<file path="src/rtl/qat_pkg.sv">
// Package for the quoted argument tokenizer: codes, character constants and helpers.
`timescale 1ns / 1ps

package qat_pkg;

    typedef enum logic [1:0] {
        QK_NONE = 2'd0,
        QK_APOS = 2'd1,
        QK_TICK = 2'd2,
        QK_DQ   = 2'd3
    } quote_kind_t;

    localparam logic [7:0] CH_BACKSLASH = 8'h5C;
    localparam logic [7:0] CH_NEWLINE   = 8'h0A;
    localparam logic [7:0] CH_APOS      = 8'h27;
    localparam logic [7:0] CH_TICK      = 8'h60;
    localparam logic [7:0] CH_DQUOTE    = 8'h22;
    localparam logic [7:0] CH_SPACE     = 8'h20;
    localparam logic [7:0] CH_TAB       = 8'h09;
    localparam logic [7:0] CH_VTAB      = 8'h0B;
    localparam logic [7:0] CH_FORMFEED  = 8'h0C;
    localparam logic [7:0] CH_CR        = 8'h0D;

    localparam int unsigned APB_ADDR_W = 3;
    localparam int unsigned APB_DATA_W = 32;
    localparam logic REG_PROMPT_ENABLE = 1'b0;

    function automatic logic is_blank(input logic [7:0] c);
        is_blank = (c == CH_SPACE) || (c == CH_TAB) || (c == CH_NEWLINE) ||
                   (c == CH_VTAB) || (c == CH_FORMFEED) || (c == CH_CR);
    endfunction

endpackage

</file>
<file path="src/rtl/qat_stream_if.sv">
// Byte and token stream interfaces with valid/ready handshake.
`timescale 1ns / 1ps

interface qat_byte_if;
    logic       valid;
    logic       ready;
    logic [7:0] in_byte;
    logic       end_of_input;

    modport source (output valid, output in_byte, output end_of_input, input ready);
    modport sink   (input valid, input in_byte, input end_of_input, output ready);
endinterface

interface qat_token_if;
    logic       valid;
    logic       ready;
    logic [7:0] out_byte;
    logic       byte_valid;
    logic       word_end;
    logic       prompt_due;

    modport source (output valid, output out_byte, output byte_valid, output word_end,
                    output prompt_due, input ready);
    modport sink   (input valid, input out_byte, input byte_valid, input word_end,
                    input prompt_due, output ready);
endinterface

</file>
<file path="src/rtl/quoted_argument_tokenizer_unit.sv">
// Top level of the quoted argument tokenizer.
//
// Usage: bytes arrive on the stream channel (in_byte, or end_of_input with
// no byte), one beat per byte. Every accepted beat yields exactly one beat on
// the token channel: a word byte (byte_valid), a word end flag (word_end),
// both, or neither, plus prompt_due, the prompt flag as it stood before it.
// Quote and escape state, word length and the prompt flag are held in a
// small state register updated as each beat is accepted.
// The token beat is registered: it shows the cycle after its input is taken.
// Throughput: one beat per cycle; the result register frees as its beat is
// taken, so a new byte is accepted in the same cycle the previous token
// leaves. When the receiver stalls, the token beat holds and stream.ready
// drops until it is taken.
// Reset (rst_n, async, active low) clears control state and prompt_enable; the
// prompt flag starts equal to prompt_enable. Writing prompt_enable over APB
// (paddr[2] clear, bit 0) also reloads the prompt flag with the new value.
// Words longer than MAX_WORD_BYTES are split at that length.
`timescale 1ns / 1ps

module quoted_argument_tokenizer_unit #(
    parameter int unsigned MAX_WORD_BYTES = 127
) (
    input  logic                              clk,
    input  logic                              rst_n,
    input  logic                              psel,
    input  logic                              penable,
    input  logic                              pwrite,
    input  logic [qat_pkg::APB_ADDR_W-1:0]    paddr,
    input  logic [qat_pkg::APB_DATA_W-1:0]    pwdata,
    output logic [qat_pkg::APB_DATA_W-1:0]    prdata,
    output logic                              pready,
    qat_byte_if.sink                          stream,
    qat_token_if.source                       token
);

    localparam int unsigned LEN_W = $clog2(MAX_WORD_BYTES + 1);
    localparam logic [LEN_W:0] LEN_MAX = (LEN_W + 1)'(MAX_WORD_BYTES);

    logic                  prompt_enable_reg;
    logic                  prompt_pending_reg, prompt_pending_next;
    logic                  escape_reg, escape_next;
    qat_pkg::quote_kind_t  quote_reg, quote_next;
    logic                  started_reg, started_next;
    logic [LEN_W-1:0]      length_reg, length_next;

    logic                  out_valid_reg;
    logic [7:0]            out_byte_reg, out_byte_next;
    logic                  byte_valid_reg, byte_valid_next;
    logic                  word_end_reg, word_end_next;
    logic                  prompt_due_reg;

    logic                  accept;
    logic                  cfg_write;
    logic                  take;
    logic [LEN_W:0]        length_inc;
    logic [7:0]            closer;

    assign pready    = 1'b1;
    assign cfg_write = psel && penable && pwrite &&
                       (paddr[qat_pkg::APB_ADDR_W-1] == qat_pkg::REG_PROMPT_ENABLE);
    assign prdata    = (paddr[qat_pkg::APB_ADDR_W-1] == qat_pkg::REG_PROMPT_ENABLE) ?
                       {{(qat_pkg::APB_DATA_W-1){1'b0}}, prompt_enable_reg} : '0;

    assign stream.ready = !out_valid_reg || token.ready;
    assign accept       = stream.valid && stream.ready;

    assign token.valid      = out_valid_reg;
    assign token.out_byte   = out_byte_reg;
    assign token.byte_valid = byte_valid_reg;
    assign token.word_end   = word_end_reg;
    assign token.prompt_due = prompt_due_reg;

    assign length_inc = {1'b0, length_reg} + (LEN_W + 1)'(1);
    assign closer     = (quote_reg == qat_pkg::QK_DQ) ? qat_pkg::CH_DQUOTE : qat_pkg::CH_APOS;

    always_comb
    begin
        take                = 1'b0;
        word_end_next       = 1'b0;
        escape_next         = escape_reg;
        quote_next          = quote_reg;
        started_next        = started_reg;
        length_next         = length_reg;
        prompt_pending_next = 1'b0;

        if (stream.end_of_input)
        begin
            word_end_next = started_reg;
        end
        else if (escape_reg)
        begin
            escape_next = 1'b0;
            take        = (stream.in_byte != qat_pkg::CH_NEWLINE);
        end
        else if (stream.in_byte == qat_pkg::CH_BACKSLASH)
        begin
            escape_next = 1'b1;
        end
        else if (quote_reg != qat_pkg::QK_NONE)
        begin
            if (stream.in_byte == closer)
                quote_next = qat_pkg::QK_NONE;
            else
                take = 1'b1;
        end
        else if (stream.in_byte == qat_pkg::CH_APOS)
        begin
            quote_next = qat_pkg::QK_APOS;
        end
        else if (stream.in_byte == qat_pkg::CH_TICK)
        begin
            quote_next = qat_pkg::QK_TICK;
        end
        else if (stream.in_byte == qat_pkg::CH_DQUOTE)
        begin
            quote_next = qat_pkg::QK_DQ;
        end
        else if (qat_pkg::is_blank(stream.in_byte))
        begin
            if (stream.in_byte == qat_pkg::CH_NEWLINE)
                prompt_pending_next = prompt_enable_reg;
            word_end_next = started_reg;
        end
        else
        begin
            take = 1'b1;
        end

        if (take)
        begin
            started_next = 1'b1;
            length_next  = length_inc[LEN_W-1:0];
            if (length_inc >= LEN_MAX)
                word_end_next = 1'b1;
        end
        if (word_end_next)
        begin
            started_next = 1'b0;
            length_next  = '0;
        end

        byte_valid_next = take;
        out_byte_next   = take ? stream.in_byte : 8'h00;
    end

    always_ff @(posedge clk or negedge rst_n)
    begin
        if (!rst_n)
        begin
            prompt_enable_reg  <= 1'b0;
            prompt_pending_reg <= 1'b0;
            escape_reg         <= 1'b0;
            quote_reg          <= qat_pkg::QK_NONE;
            started_reg        <= 1'b0;
            length_reg         <= '0;
            out_valid_reg      <= 1'b0;
        end
        else
        begin
            if (cfg_write)
            begin
                prompt_enable_reg  <= pwdata[0];
                prompt_pending_reg <= pwdata[0];
            end
            else if (accept)
            begin
                prompt_pending_reg <= prompt_pending_next;
            end

            if (accept)
            begin
                escape_reg  <= escape_next;
                quote_reg   <= quote_next;
                started_reg <= started_next;
                length_reg  <= length_next;
            end

            if (accept)
                out_valid_reg <= 1'b1;
            else if (token.ready)
                out_valid_reg <= 1'b0;
        end
    end

    // result payload, loaded only with a new beat
    always_ff @(posedge clk)
    begin
        if (accept)
        begin
            out_byte_reg   <= out_byte_next;
            byte_valid_reg <= byte_valid_next;
            word_end_reg   <= word_end_next;
            prompt_due_reg <= prompt_pending_reg;
        end
    end

endmodule

</file>
<file path="src/flat_wrapper.sv">
// flat-port wrapper written by rule: the top's interface ports become plain ports
module quoted_argument_tokenizer_unit_flat 
#(
    parameter int unsigned MAX_WORD_BYTES = 127
)
  (clk, rst_n, psel, penable, pwrite, paddr, pwdata, prdata, pready, stream_valid, stream_in_byte, stream_end_of_input, stream_ready, token_valid, token_out_byte, token_byte_valid, token_word_end, token_prompt_due, token_ready);
  qat_byte_if stream_i ();
  qat_token_if token_i ();
  input  logic clk;
  input  logic rst_n;
  input  logic psel;
  input  logic penable;
  input  logic pwrite;
  input  logic [qat_pkg::APB_ADDR_W-1:0] paddr;
  input  logic [qat_pkg::APB_DATA_W-1:0] pwdata;
  output logic [qat_pkg::APB_DATA_W-1:0] prdata;
  output logic pready;
  input wire logic [$bits(stream_i.valid)-1:0] stream_valid;
  input wire logic [$bits(stream_i.in_byte)-1:0] stream_in_byte;
  input wire logic [$bits(stream_i.end_of_input)-1:0] stream_end_of_input;
  output wire logic [$bits(stream_i.ready)-1:0] stream_ready;
  output wire logic [$bits(token_i.valid)-1:0] token_valid;
  output wire logic [$bits(token_i.out_byte)-1:0] token_out_byte;
  output wire logic [$bits(token_i.byte_valid)-1:0] token_byte_valid;
  output wire logic [$bits(token_i.word_end)-1:0] token_word_end;
  output wire logic [$bits(token_i.prompt_due)-1:0] token_prompt_due;
  input wire logic [$bits(token_i.ready)-1:0] token_ready;
  assign stream_i.valid = stream_valid;
  assign stream_i.in_byte = stream_in_byte;
  assign stream_i.end_of_input = stream_end_of_input;
  assign stream_ready = stream_i.ready;
  assign token_valid = token_i.valid;
  assign token_out_byte = token_i.out_byte;
  assign token_byte_valid = token_i.byte_valid;
  assign token_word_end = token_i.word_end;
  assign token_prompt_due = token_i.prompt_due;
  assign token_i.ready = token_ready;
  quoted_argument_tokenizer_unit #(.MAX_WORD_BYTES(MAX_WORD_BYTES)) u_core (.clk(clk), .rst_n(rst_n), .psel(psel), .penable(penable), .pwrite(pwrite), .paddr(paddr), .pwdata(pwdata), .prdata(prdata), .pready(pready), .stream(stream_i), .token(token_i));
endmodule
</file>
<file path="config.mk">
export PLATFORM = sky130hd
export DESIGN_NAME = quoted_argument_tokenizer_unit_flat
export DESIGN_NICKNAME = d
export VERILOG_FILES = /design/src/rtl/qat_pkg.sv /design/src/rtl/qat_stream_if.sv /design/src/rtl/quoted_argument_tokenizer_unit.sv /design/src/flat_wrapper.sv
export SDC_FILE = /design/constraint.sdc
export NUM_CORES = 1
export LEC_CHECK = 0
export ABC_AREA = 1
export BUFFER_PORTS_ARGS = -buffer_cell sky130_fd_sc_hd__buf_2
export CAP_MARGIN = 20
export CORE_MARGIN = 8
export CORE_UTILIZATION = 50
export CTS_BUF_LIST = sky130_fd_sc_hd__clkbuf_8
export DETAILED_ROUTE_END_ITERATION = 16
export GPL_ROUTABILITY_DRIVEN = 0
export PLACE_DENSITY = 0.85
export SYNTH_ARGS = -nofsm -noshare
export SYNTH_HDL_FRONTEND = slang
export SYNTH_SLANG_ARGS = --single-unit
</file>
<file path="constraint.sdc">
create_clock -name clk -period 2.4 [get_ports clk]
set_input_delay 0.48 -clock clk [delete_from_list [all_inputs] [get_ports clk]]
set_output_delay 0.48 -clock clk [all_outputs]
set_load 0.01 [all_outputs]
</file>
### After elaboration in Yosys (flattened, before gate mapping)

Index checks and enable logic that the tools add are counted.

| cells by class | value |
|---|---|
| equal/unequal tests | 14 |
| order comparisons | 1 |
| bitwise operators | 4 |
| add/sub/neg operators | 1 |
| muxes and demuxes | 45 |
| reductions and logical operators | 19 |

Operators by type and width:

| operator | number |
|---|---|
| == test 8 x 4 -> 1 bit, second input constant | 5 |
| two-way mux 1 bit | 37 |
| == test 8 x 6 -> 1 bit, second input constant | 3 |
| == test 8 x 7 -> 1 bit, second input constant | 2 |
| two-way mux 7 bit | 2 |
| two-way mux 2 bit | 5 |
| adder 7 x 1 -> 8 bit, second input constant | 1 |
| == test 8 bit | 1 |
| >= comparator 8 x 7 -> 1 bit, second input constant | 1 |
| inequality test 8 x 4 -> 1 bit, second input constant | 1 |
| nonzero test 2 bit | 4 |
| logical OR 1 bit | 6 |
| AND reduction 6 bit | 1 |
| logical AND 1 bit | 4 |
| inverter 1 bit | 4 |
| AND reduction 2 bit | 2 |
| nonzero test 4 bit | 1 |
| two-way mux 3 bit | 1 |
| == test 2 bit, second input constant | 1 |
| inequality test 2 bit, second input constant | 1 |
| logical NOT 1 bit | 1 |

| storage, ports and cells | value |
|---|---|
| input bits | 51 |
| logic and storage cells | 95 |
| output and inout port bits | 46 |
| register bits after elaboration | 25 |

### Longest topological paths before layout

Gate-level depths: netlist of run 1.

| depth | value |
|---|---|
| depth after elaboration | 18 |
| mapped depth | 13 |

### Worst setup path after synthesis of run 1

OpenSTA, ideal clock, no wires.

| timing | value |
|---|---|
| path kind | reg-to-reg |
| from | reg u_core.length_reg[0] |
| to | reg u_core.word_end_reg (netlist: u_core.token.word_end), data pin |
| path buffers | 0 |
| stages on the path, launching flop included | 9 |
| path slack | 0.767 ns |
| setup time | 0.264 ns |
| arrival time | 1.369 ns |
| required time | 2.136 ns |
| cells stage by stage | dfrtp_1 > ha_1 > nand4_1 > o21ai_1 > nand2_1 > nand3_1 > nand2_2 > a21oi_4 > a21oi_1 |

| between the ends | value |
|---|---|
| word-level cells in the longest chain between the ends | 4 |

RTL lines:

| element | RTL line | text |
|---|---|---|
| from (decl) | quoted_argument_tokenizer_unit.sv:44 | `logic [LEN_W-1:0] length_reg, length_next;` |
| from (signal assigned) | quoted_argument_tokenizer_unit.sv:175 | `length_reg <= length_next;` |
| adder 7 x 1 -> 8 bit | quoted_argument_tokenizer_unit.sv:73 | `assign length_inc = {1'b0, length_reg} + (LEN_W + 1)'(1);` |
| >= comparator 8 x 7 -> 1 bit | quoted_argument_tokenizer_unit.sv:133 | `if (length_inc >= LEN_MAX)` |
| two-way mux 1 bit | quoted_argument_tokenizer_unit.sv:133 |  |
| two-way mux 1 bit | quoted_argument_tokenizer_unit.sv:129 | `if (take)` |
| net u_core.word_end_next | quoted_argument_tokenizer_unit.sv:49 | `logic word_end_reg, word_end_next;` |
| to (signal assigned) | quoted_argument_tokenizer_unit.sv:192 | `word_end_reg <= word_end_next;` |
| to (decl) | quoted_argument_tokenizer_unit.sv:49 |  |

The timed path passes the listed nets, and every way through them passes these cells.
A chain may end at the register's enable or synchronous reset.

### Worst setup path in the final report of run 1

Same ends and word-level chain as after synthesis.

==> results of run 1 <==
report_power, final:
part           switching, mW  internal, mW  leakage, nW
combinational          0.281         0.155        0.678
sequential            0.0770         0.534        0.291
clock                  0.141         0.118       0.0217
cell families (layout without fill, tap and decap cells):
| kind of cell | Yosys count | after routing | share of synthesized area |
|---|---|---|---|
| XOR/XNOR | 2 | 2 | 0.00992 |
| AND/OR/NAND/NOR | 123 | 123 | 0.342 |
| buffers and inverters | 60 | 63 | 0.200 |
| other | 2 | 32 | 0.00425 |
| AO/OA/AOI/OAI | 13 | 13 | 0.0446 |
| adder cells (fa/ha/maj) | 2 | 2 | 0.0142 |
| flip-flops | 25 | 25 | 0.385 |
path summary, 6_finish.rpt:
path | cells after the start | slack, ps | startpoint | endpoint
setup / recovery | 8 | 530 | u_core.length_reg[0] | u_core.token.word_end
hold / removal | 1 | 80 | rst_n | u_core.started_reg
setup reg to reg | 8 | 530 | u_core.length_reg[0] | u_core.token.word_end
hold reg to reg | 0 | 470 | u_core.prompt_pending_reg | u_core.token.prompt_due
max in group asynchronous | 1 | 2070 | rst_n | u_core.token.valid
min in group clk | 3 | 430 | pwdata[0] | u_core.prompt_enable_reg
synth_stat cells, types with 3 or more instances:
master | instances | area (sq um)
sky130_fd_sc_hd__nand2_1 | 48 | 180
sky130_fd_sc_hd__buf_4 | 32 | 240
sky130_fd_sc_hd__nor2_1 | 25 | 93.8
sky130_fd_sc_hd__inv_1 | 19 | 71.3
sky130_fd_sc_hd__dfrtp_1 | 14 | 350
sky130_fd_sc_hd__nand2_2 | 12 | 75.1
sky130_fd_sc_hd__nand3_1 | 12 | 60.1
sky130_fd_sc_hd__edfxtp_1 | 11 | 330
sky130_fd_sc_hd__nand4_1 | 10 | 62.6
sky130_fd_sc_hd__inv_2 | 7 | 26.3
sky130_fd_sc_hd__nor2_2 | 5 | 31.3
sky130_fd_sc_hd__a21oi_1 | 4 | 20.0
sky130_fd_sc_hd__nand2_4 | 4 | 45.0
sky130_fd_sc_hd__o21ai_1 | 4 | 20.0
sky130_fd_sc_hd__o21ai_0 | 3 | 15.0
metal layers:
layer  global-route usage  vias up  routed length, um
li1                     -      721                  -
met1                0.157      593               1530
met2                0.195       56               1430
met3               0.0197        5                236
met4               0.0725        0                 75
met5                    0        -                  0
cell type report:
| type | count | area share |
|---|---|---|
| Multi-Input combinational cell | 172 | 0.446 |
| Tap cell | 46 | 0.0303 |
| Timing Repair Buffer | 32 | 0.0858 |
| Inverter | 27 | 0.0534 |
| Clock buffer | 3 | 0.0218 |
| Clock inverter | 1 | 0.00396 |
| Sequential cell | 25 | 0.359 |
placed cells by master (no fill, tap or decap), types with 2 or more instances in the layout:
master / netlist / final
sky130_fd_sc_hd__nand2_4: 4 / 4
sky130_fd_sc_hd__nand2_2: 12 / 12
sky130_fd_sc_hd__nor2_2: 5 / 5
sky130_fd_sc_hd__nor3_1: 2 / 2
sky130_fd_sc_hd__clkbuf_8: 0 / 3
sky130_fd_sc_hd__inv_2: 7 / 7
sky130_fd_sc_hd__ha_1: 2 / 2
sky130_fd_sc_hd__nand3_1: 12 / 12
sky130_fd_sc_hd__a21oi_1: 4 / 4
sky130_fd_sc_hd__o21ai_1: 4 / 4
sky130_fd_sc_hd__nor2_4: 2 / 2
sky130_fd_sc_hd__buf_2: 0 / 31
sky130_fd_sc_hd__nor2_1: 25 / 25
sky130_fd_sc_hd__conb_1: 2 / 32
sky130_fd_sc_hd__nand2_1: 48 / 48
sky130_fd_sc_hd__dfrtp_1: 14 / 14
sky130_fd_sc_hd__nand4_1: 10 / 10
sky130_fd_sc_hd__edfxtp_1: 11 / 11
sky130_fd_sc_hd__o21ai_0: 3 / 3
sky130_fd_sc_hd__inv_1: 19 / 19
==> implementation parameters, run 1 <==
Parameter                              Value

Yosys
  Number of register bits inferred by synthesis    25
  Unique masters post-synth    28
  Yosys Warn Count    0
  Share of async-settable or async-resettable flops after synthesis    0.560
  Dominant register cell in the synthesized netlist    sky130_fd_sc_hd__dfrtp_1
  Post-Synthesis Mean Instance Area    between 7 and 8 sq um
  Number of flops mapped to enable cells by yosys    11
  Number of standard cells after synthesis    about 230
  Post-synthesis sequential area ratio    0.385
  Post-synth design cell area    roughly 0.0018 sq mm

Route
  Vias post-DR    roughly 1400
  DRC viols    0
  Remaining antenna violation count after routing    0
  First-pass iteration count of the detailed router    4
  Detailed-route wire length    3260 um
  Via density per instance    4.49
  Detailed router's first-iteration violation count    65
  Wirelength per Cell    ~11 um

Finish
  Area occupied by registers    681 sq um
  Net total in the final layout    314
  Layout cell share with drive strength beyond 1    0.262
  Multi-input gate area    around 850 sq um
  Util after Layout    0.564
  Flip-flop count of the largest register, all copies and words added    8
  Design area    roughly 0.0019 sq mm
  Post-synthesis to final-layout area growth    7.37%
  Inserted Diodes    0
  Number of inserted filler cells in the final layout    between 300 and 400
  Final cell count without fillers    roughly 300

Clock network
  Hold buffer count at CTS    0
  Maximum count of clock buffers along a single path    2
  Root cell of the clock tree    sky130_fd_sc_hd__clkbuf_8
  Level count of the clock H-tree    1
  Clock transition at the registers of the reported paths    approximately 90 ps
  TritonCTS clock tree    done
  Sinks on Clock Net    25
  CTS Buf Count    3
  CTS resizes    0
  Insertion delay to the later sink of the worst-skew pair    280 ps
  Number of buffers inserted to repair setup after CTS    0

Timing
  Total negative slack for setup checks    0 ps
  Setup repair after global routing missed its margin    false
  Setup violations, final    0
  Endpoints failing hold    0
  Min Hold Slack    82.8 ps
  Worst Slack Setup Final    532 ps
  Tmin final    1870 ps
  Fin Clk Skew    6.50 ps
  Pins over their slew limit    0
  Maximum achievable frequency    535 MHz
  Share of the cycle needed by the critical path after routing    0.778

Critical path
  Startpoint type of the worst setup path    flop
  Worst path top cell family by delay    compound AO/OA/AOI/OAI gates
  Worst Setup End Kind    flop
  Critical path required time    around 2400 ps
  Maximum single-stage delay on the critical path    470 ps
  Crit path buf inv count    0
  Slowest stage cell on the critical path    sky130_fd_sc_hd__dfrtp_1
  CP Max Fanout    9
  Data arrival time of the critical path    1890 ps
  Worst-path cell chain    ha_1, nand4_1, o21ai_1, nand2_1, nand3_1, nand2_2, a21oi_4, a21oi_1
  CP Class    reg2reg

Die
  Die Area    approximately 0.0057 sq mm
  # IOs    97
  Horizontal extent of the die    between 70 and 80 um
  Die span in y    75.4 um
  Effective utilization at floorplan    0.525
  Row count    21
  Core area    0.00336 sq mm

Placed design
  Place WS    roughly 440 ps
  Placed cell area    between 0.0015 and 0.002 sq mm
  Post-placement cell count    slightly above 300
  Count of buffers inserted at the top-level ports    31
  Total half-perimeter wirelength after legalization and detailed placement    between 2000 and 3000 um

Power and ir drop
  Total Power    roughly 1.3 mW
  Lkg Pwr    0.990 nW
  Power per cell area    around 700 mW/mm^2
  Worst IR drop on VDD    around 0.30 mV

Flow run
  Max Cap Viol    0

Global routing
  Largest net degree at the start of global routing    21
  Antenna violations before repair    0
  GRT Total Usage    0.124
  Global-route wire length before repair    around 5500 um
  Number of global-route vias before repair    about 1300
  Global route overflow    0

Outcome
  Outcome    complete, no violations

Min path
  Hold Crit Class    in2async
(Power assumes the default switching activity.)
==> inputs of run 2 (changes only) <==
--- a/config.mk
+++ b/config.mk
@@ -9,11 +9,11 @@
 export BUFFER_PORTS_ARGS = -buffer_cell sky130_fd_sc_hd__buf_2
 export CAP_MARGIN = 20
 export CORE_MARGIN = 8
-export CORE_UTILIZATION = 50
+export CORE_UTILIZATION = 42
 export CTS_BUF_LIST = sky130_fd_sc_hd__clkbuf_8
 export DETAILED_ROUTE_END_ITERATION = 16
 export GPL_ROUTABILITY_DRIVEN = 0
-export PLACE_DENSITY = 0.85
+export PLACE_DENSITY = 0.76
 export SYNTH_ARGS = -nofsm -noshare
 export SYNTH_HDL_FRONTEND = slang
 export SYNTH_SLANG_ARGS = --single-unit
==> constraint.sdc (replaced) <==
create_clock -name clk -period 1.5 [get_ports clk]
set_input_delay 0.3 -clock clk [delete_from_list [all_inputs] [get_ports clk]]
set_output_delay 0.3 -clock clk [all_outputs]
set_load 0.01 [all_outputs]
==> implementation parameters, run 2 (synthesis results as in run 1) <==
Parameter                              Value

Outcome
  Outcome    finished with violations
  Violated checks    negative setup slack

Flow run
  Max Cap Viol    0 (unchanged)

Global routing
  Global route overflow    0 (unchanged)
  Antenna violations before repair    0 (unchanged)
  Number of global-route vias before repair    1516 (+15%)
  GRT Total Usage    0.120 (-0.00421)
  Global-route wire length before repair    6400 um (+16%)
  Largest net degree at the start of global routing    21 (unchanged)

Clock network
  Level count of the clock H-tree    1 (unchanged)
  Insertion delay to the later sink of the worst-skew pair    280 ps (about the same)
  CTS Buf Count    3 (unchanged)
  Sinks on Clock Net    25 (unchanged)
  Maximum count of clock buffers along a single path    2 (unchanged)
  TritonCTS clock tree    done
  Clock transition at the registers of the reported paths    90 ps (about the same)
  Root cell of the clock tree    sky130_fd_sc_hd__clkbuf_8

Critical path
  Reg-to-reg startpoint    u_core.length_reg[1]
  Startpoint type of the worst setup path    flop
  Worst-path cell chain    ha_4, nand4_1, o21ai_1, nand2_1, nand3_2, nand2_2, a21oi_4, buf_12, nand4_1, nand2_1
  Worst setup path startpoint    u_core.length_reg[1]
  Maximum single-stage delay on the critical path    410 ps (-60 ps)
  End of the critical path    u_core.length_reg[5]
  Number of cells on the worst reg-to-reg path    10 (+2)
  Critical path required time    1720 ps (-700 ps)
  RR Endpoint    u_core.length_reg[5]
  Data arrival time of the critical path    1870 ps (-20 ps)
  CP Class    reg2reg
  Crit. path cell count    10 (+2)
  Worst path top cell family by delay    simple AND/OR/NAND/NOR gates
  Worst R2R Setup Slack    -150 ps (-680 ps)
  Slowest stage cell on the critical path    sky130_fd_sc_hd__dfrtp_1
  Worst Setup End Kind    flop
  CP Max Fanout    8 (-1)
  Crit path buf inv count    1 (+1)

Die
  Die Area    0.00654 sq mm (+15%)
  Row count    23 (+9.5%)
  Effective utilization at floorplan    0.439 (-0.0868)
  Die span in y    80.9 um (+7.2%)
  # IOs    97 (unchanged)
  Horizontal extent of the die    80.9 um (+7.2%)
  Core area    0.00403 sq mm (+20%)

Timing
  Tmin final    1650 ps (-218 ps)
  Pins over their slew limit    0 (unchanged)
  Maximum achievable frequency    606 MHz (+13%)
  Worst Slack Setup Final    -150 ps (-682 ps)
  Setup violations, final    18 (+18)
  Setup repair after global routing missed its margin    true
  Min Hold Slack    243 ps (+160 ps)
  Fin Clk Skew    1.34 ps (-5.17 ps)
  Endpoints failing hold    0 (unchanged)
  Share of the cycle needed by the critical path after routing    1.10 (+0.322)

Route
  Wirelength per Cell    11.2 um (+5.2%)
  Via density per instance    4.47 (-0.59%)
  First-pass iteration count of the detailed router    4 (unchanged)
  DRC viols    0 (unchanged)
  Detailed-route wire length    3750 um (+15%)
  Detailed router's first-iteration violation count    104 (+60%)
  Remaining antenna violation count after routing    0 (unchanged)
  Vias post-DR    1492 (+8.5%)

Placed design
  Total half-perimeter wirelength after legalization and detailed placement    2890 um (+12%)
  Count of buffers inserted at the top-level ports    31 (unchanged)
  Placed cell area    0.00203 sq mm (+10%)

Finish
  Area occupied by registers    681 sq um (unchanged)
  Design area    0.00216 sq mm (+14%)
  Most frequent standard cell in the layout excluding fill and tap cells    sky130_fd_sc_hd__nand2_1
  Layout cell share with drive strength beyond 1    0.366 (+0.105)
  Inserted Diodes    0 (unchanged)
  Most frequent cells in the layout    sky130_fd_sc_hd__nand2_1 (48), sky130_fd_sc_hd__conb_1 (32), sky130_fd_sc_hd__buf_2 (31)
  Flip-flop count of the largest register, all copies and words added    8 (unchanged)
  Multi-input gate area    908 sq um (+7.4%)
  Util after Layout    0.537 (-0.0270)
  Number of inserted filler cells in the final layout    399 (+21%)
  Post-synthesis to final-layout area growth    22.5%
  Net total in the final layout    338 (+7.6%)

Min path
  Number of cells on the worst hold path    3
  Hold Crit Class    in2reg

Power and ir drop
  Worst IR drop on VDD    0.438 mV (+44%)
  Power per cell area    1090 mW/mm^2 (+58%)
  Lkg Pwr    1.12 nW (+13%)
==> run 2: tightest hold or removal path, stage by stage <==
cell and delay [ps]:
sky130_fd_sc_hd__buf_2 70, sky130_fd_sc_hd__nand2_1 50, sky130_fd_sc_hd__o21ai_0 60
==> run 2: cell type report <==
| cell class | instances | area share |
|---|---|---|
| Multi-Input combinational cell | 172 | 0.420 |
| Sequential cell | 25 | 0.315 |
| Timing Repair Buffer | 56 | 0.169 |
| Inverter | 27 | 0.0468 |
| Tap cell | 50 | 0.0289 |
| Clock buffer | 3 | 0.0191 |
| Clock inverter | 1 | 0.00174 |
==> run 2: worst min path at each step <==
stage / end / slack (ps) / from
finish: u_core.prompt_enable_reg / 240 / pwdata[0]
global route: u_core.prompt_enable_reg / 260 / pwdata[0]
CTS: u_core.prompt_enable_reg / 240 / pwdata[0]
detailed placement: u_core.length_reg[6] / 220 / rst_n
global placement: u_core.length_reg[6] / 220 / rst_n
floorplan: u_core.escape_reg / 4 / rst_n
==> run 2: timing repair <==
action / CTS / global route
gates cloned: 0 / 0
gates resized for setup: 3 / 17
pin swaps: 6 / 11
hold buffers: 1 / 0
buffers inserted: 2 / 0
endpoints found under the hold margin: 14 / 0
setup endpoints to repair: 16 / 20
==> run 2: stage by stage <==
stage,setup TNS [ps],instances,worst slack (ps),power [mW]
finish,-1370,334,-150,2.35
global route,-3920,334,-302,2.51
CTS,-1040,335,-130,2.33
detailed placement,-2880,328,-164,1.86
global placement,-2720,328,-156,1.83
floorplan,-374,257,-116,1.58
==> run 2: where the power goes <==
part / internal (mW) / total [mW] / switching, mW
registers: 0.855 / 0.971 / 0.115
logic: 0.426 / 0.972 / 0.546
clock network: 0.184 / 0.408 / 0.224
total: 1.47 / 2.35 / 0.885
==> run 2: routing by layer <==
metal  GRT usage  routed length, um  up-vias
li1            -                  -      770
met1       0.158               1780      656
met2       0.188               1650       61
met3      0.0166                242        5
met4      0.0589                 74        0
met5           0                  0        -
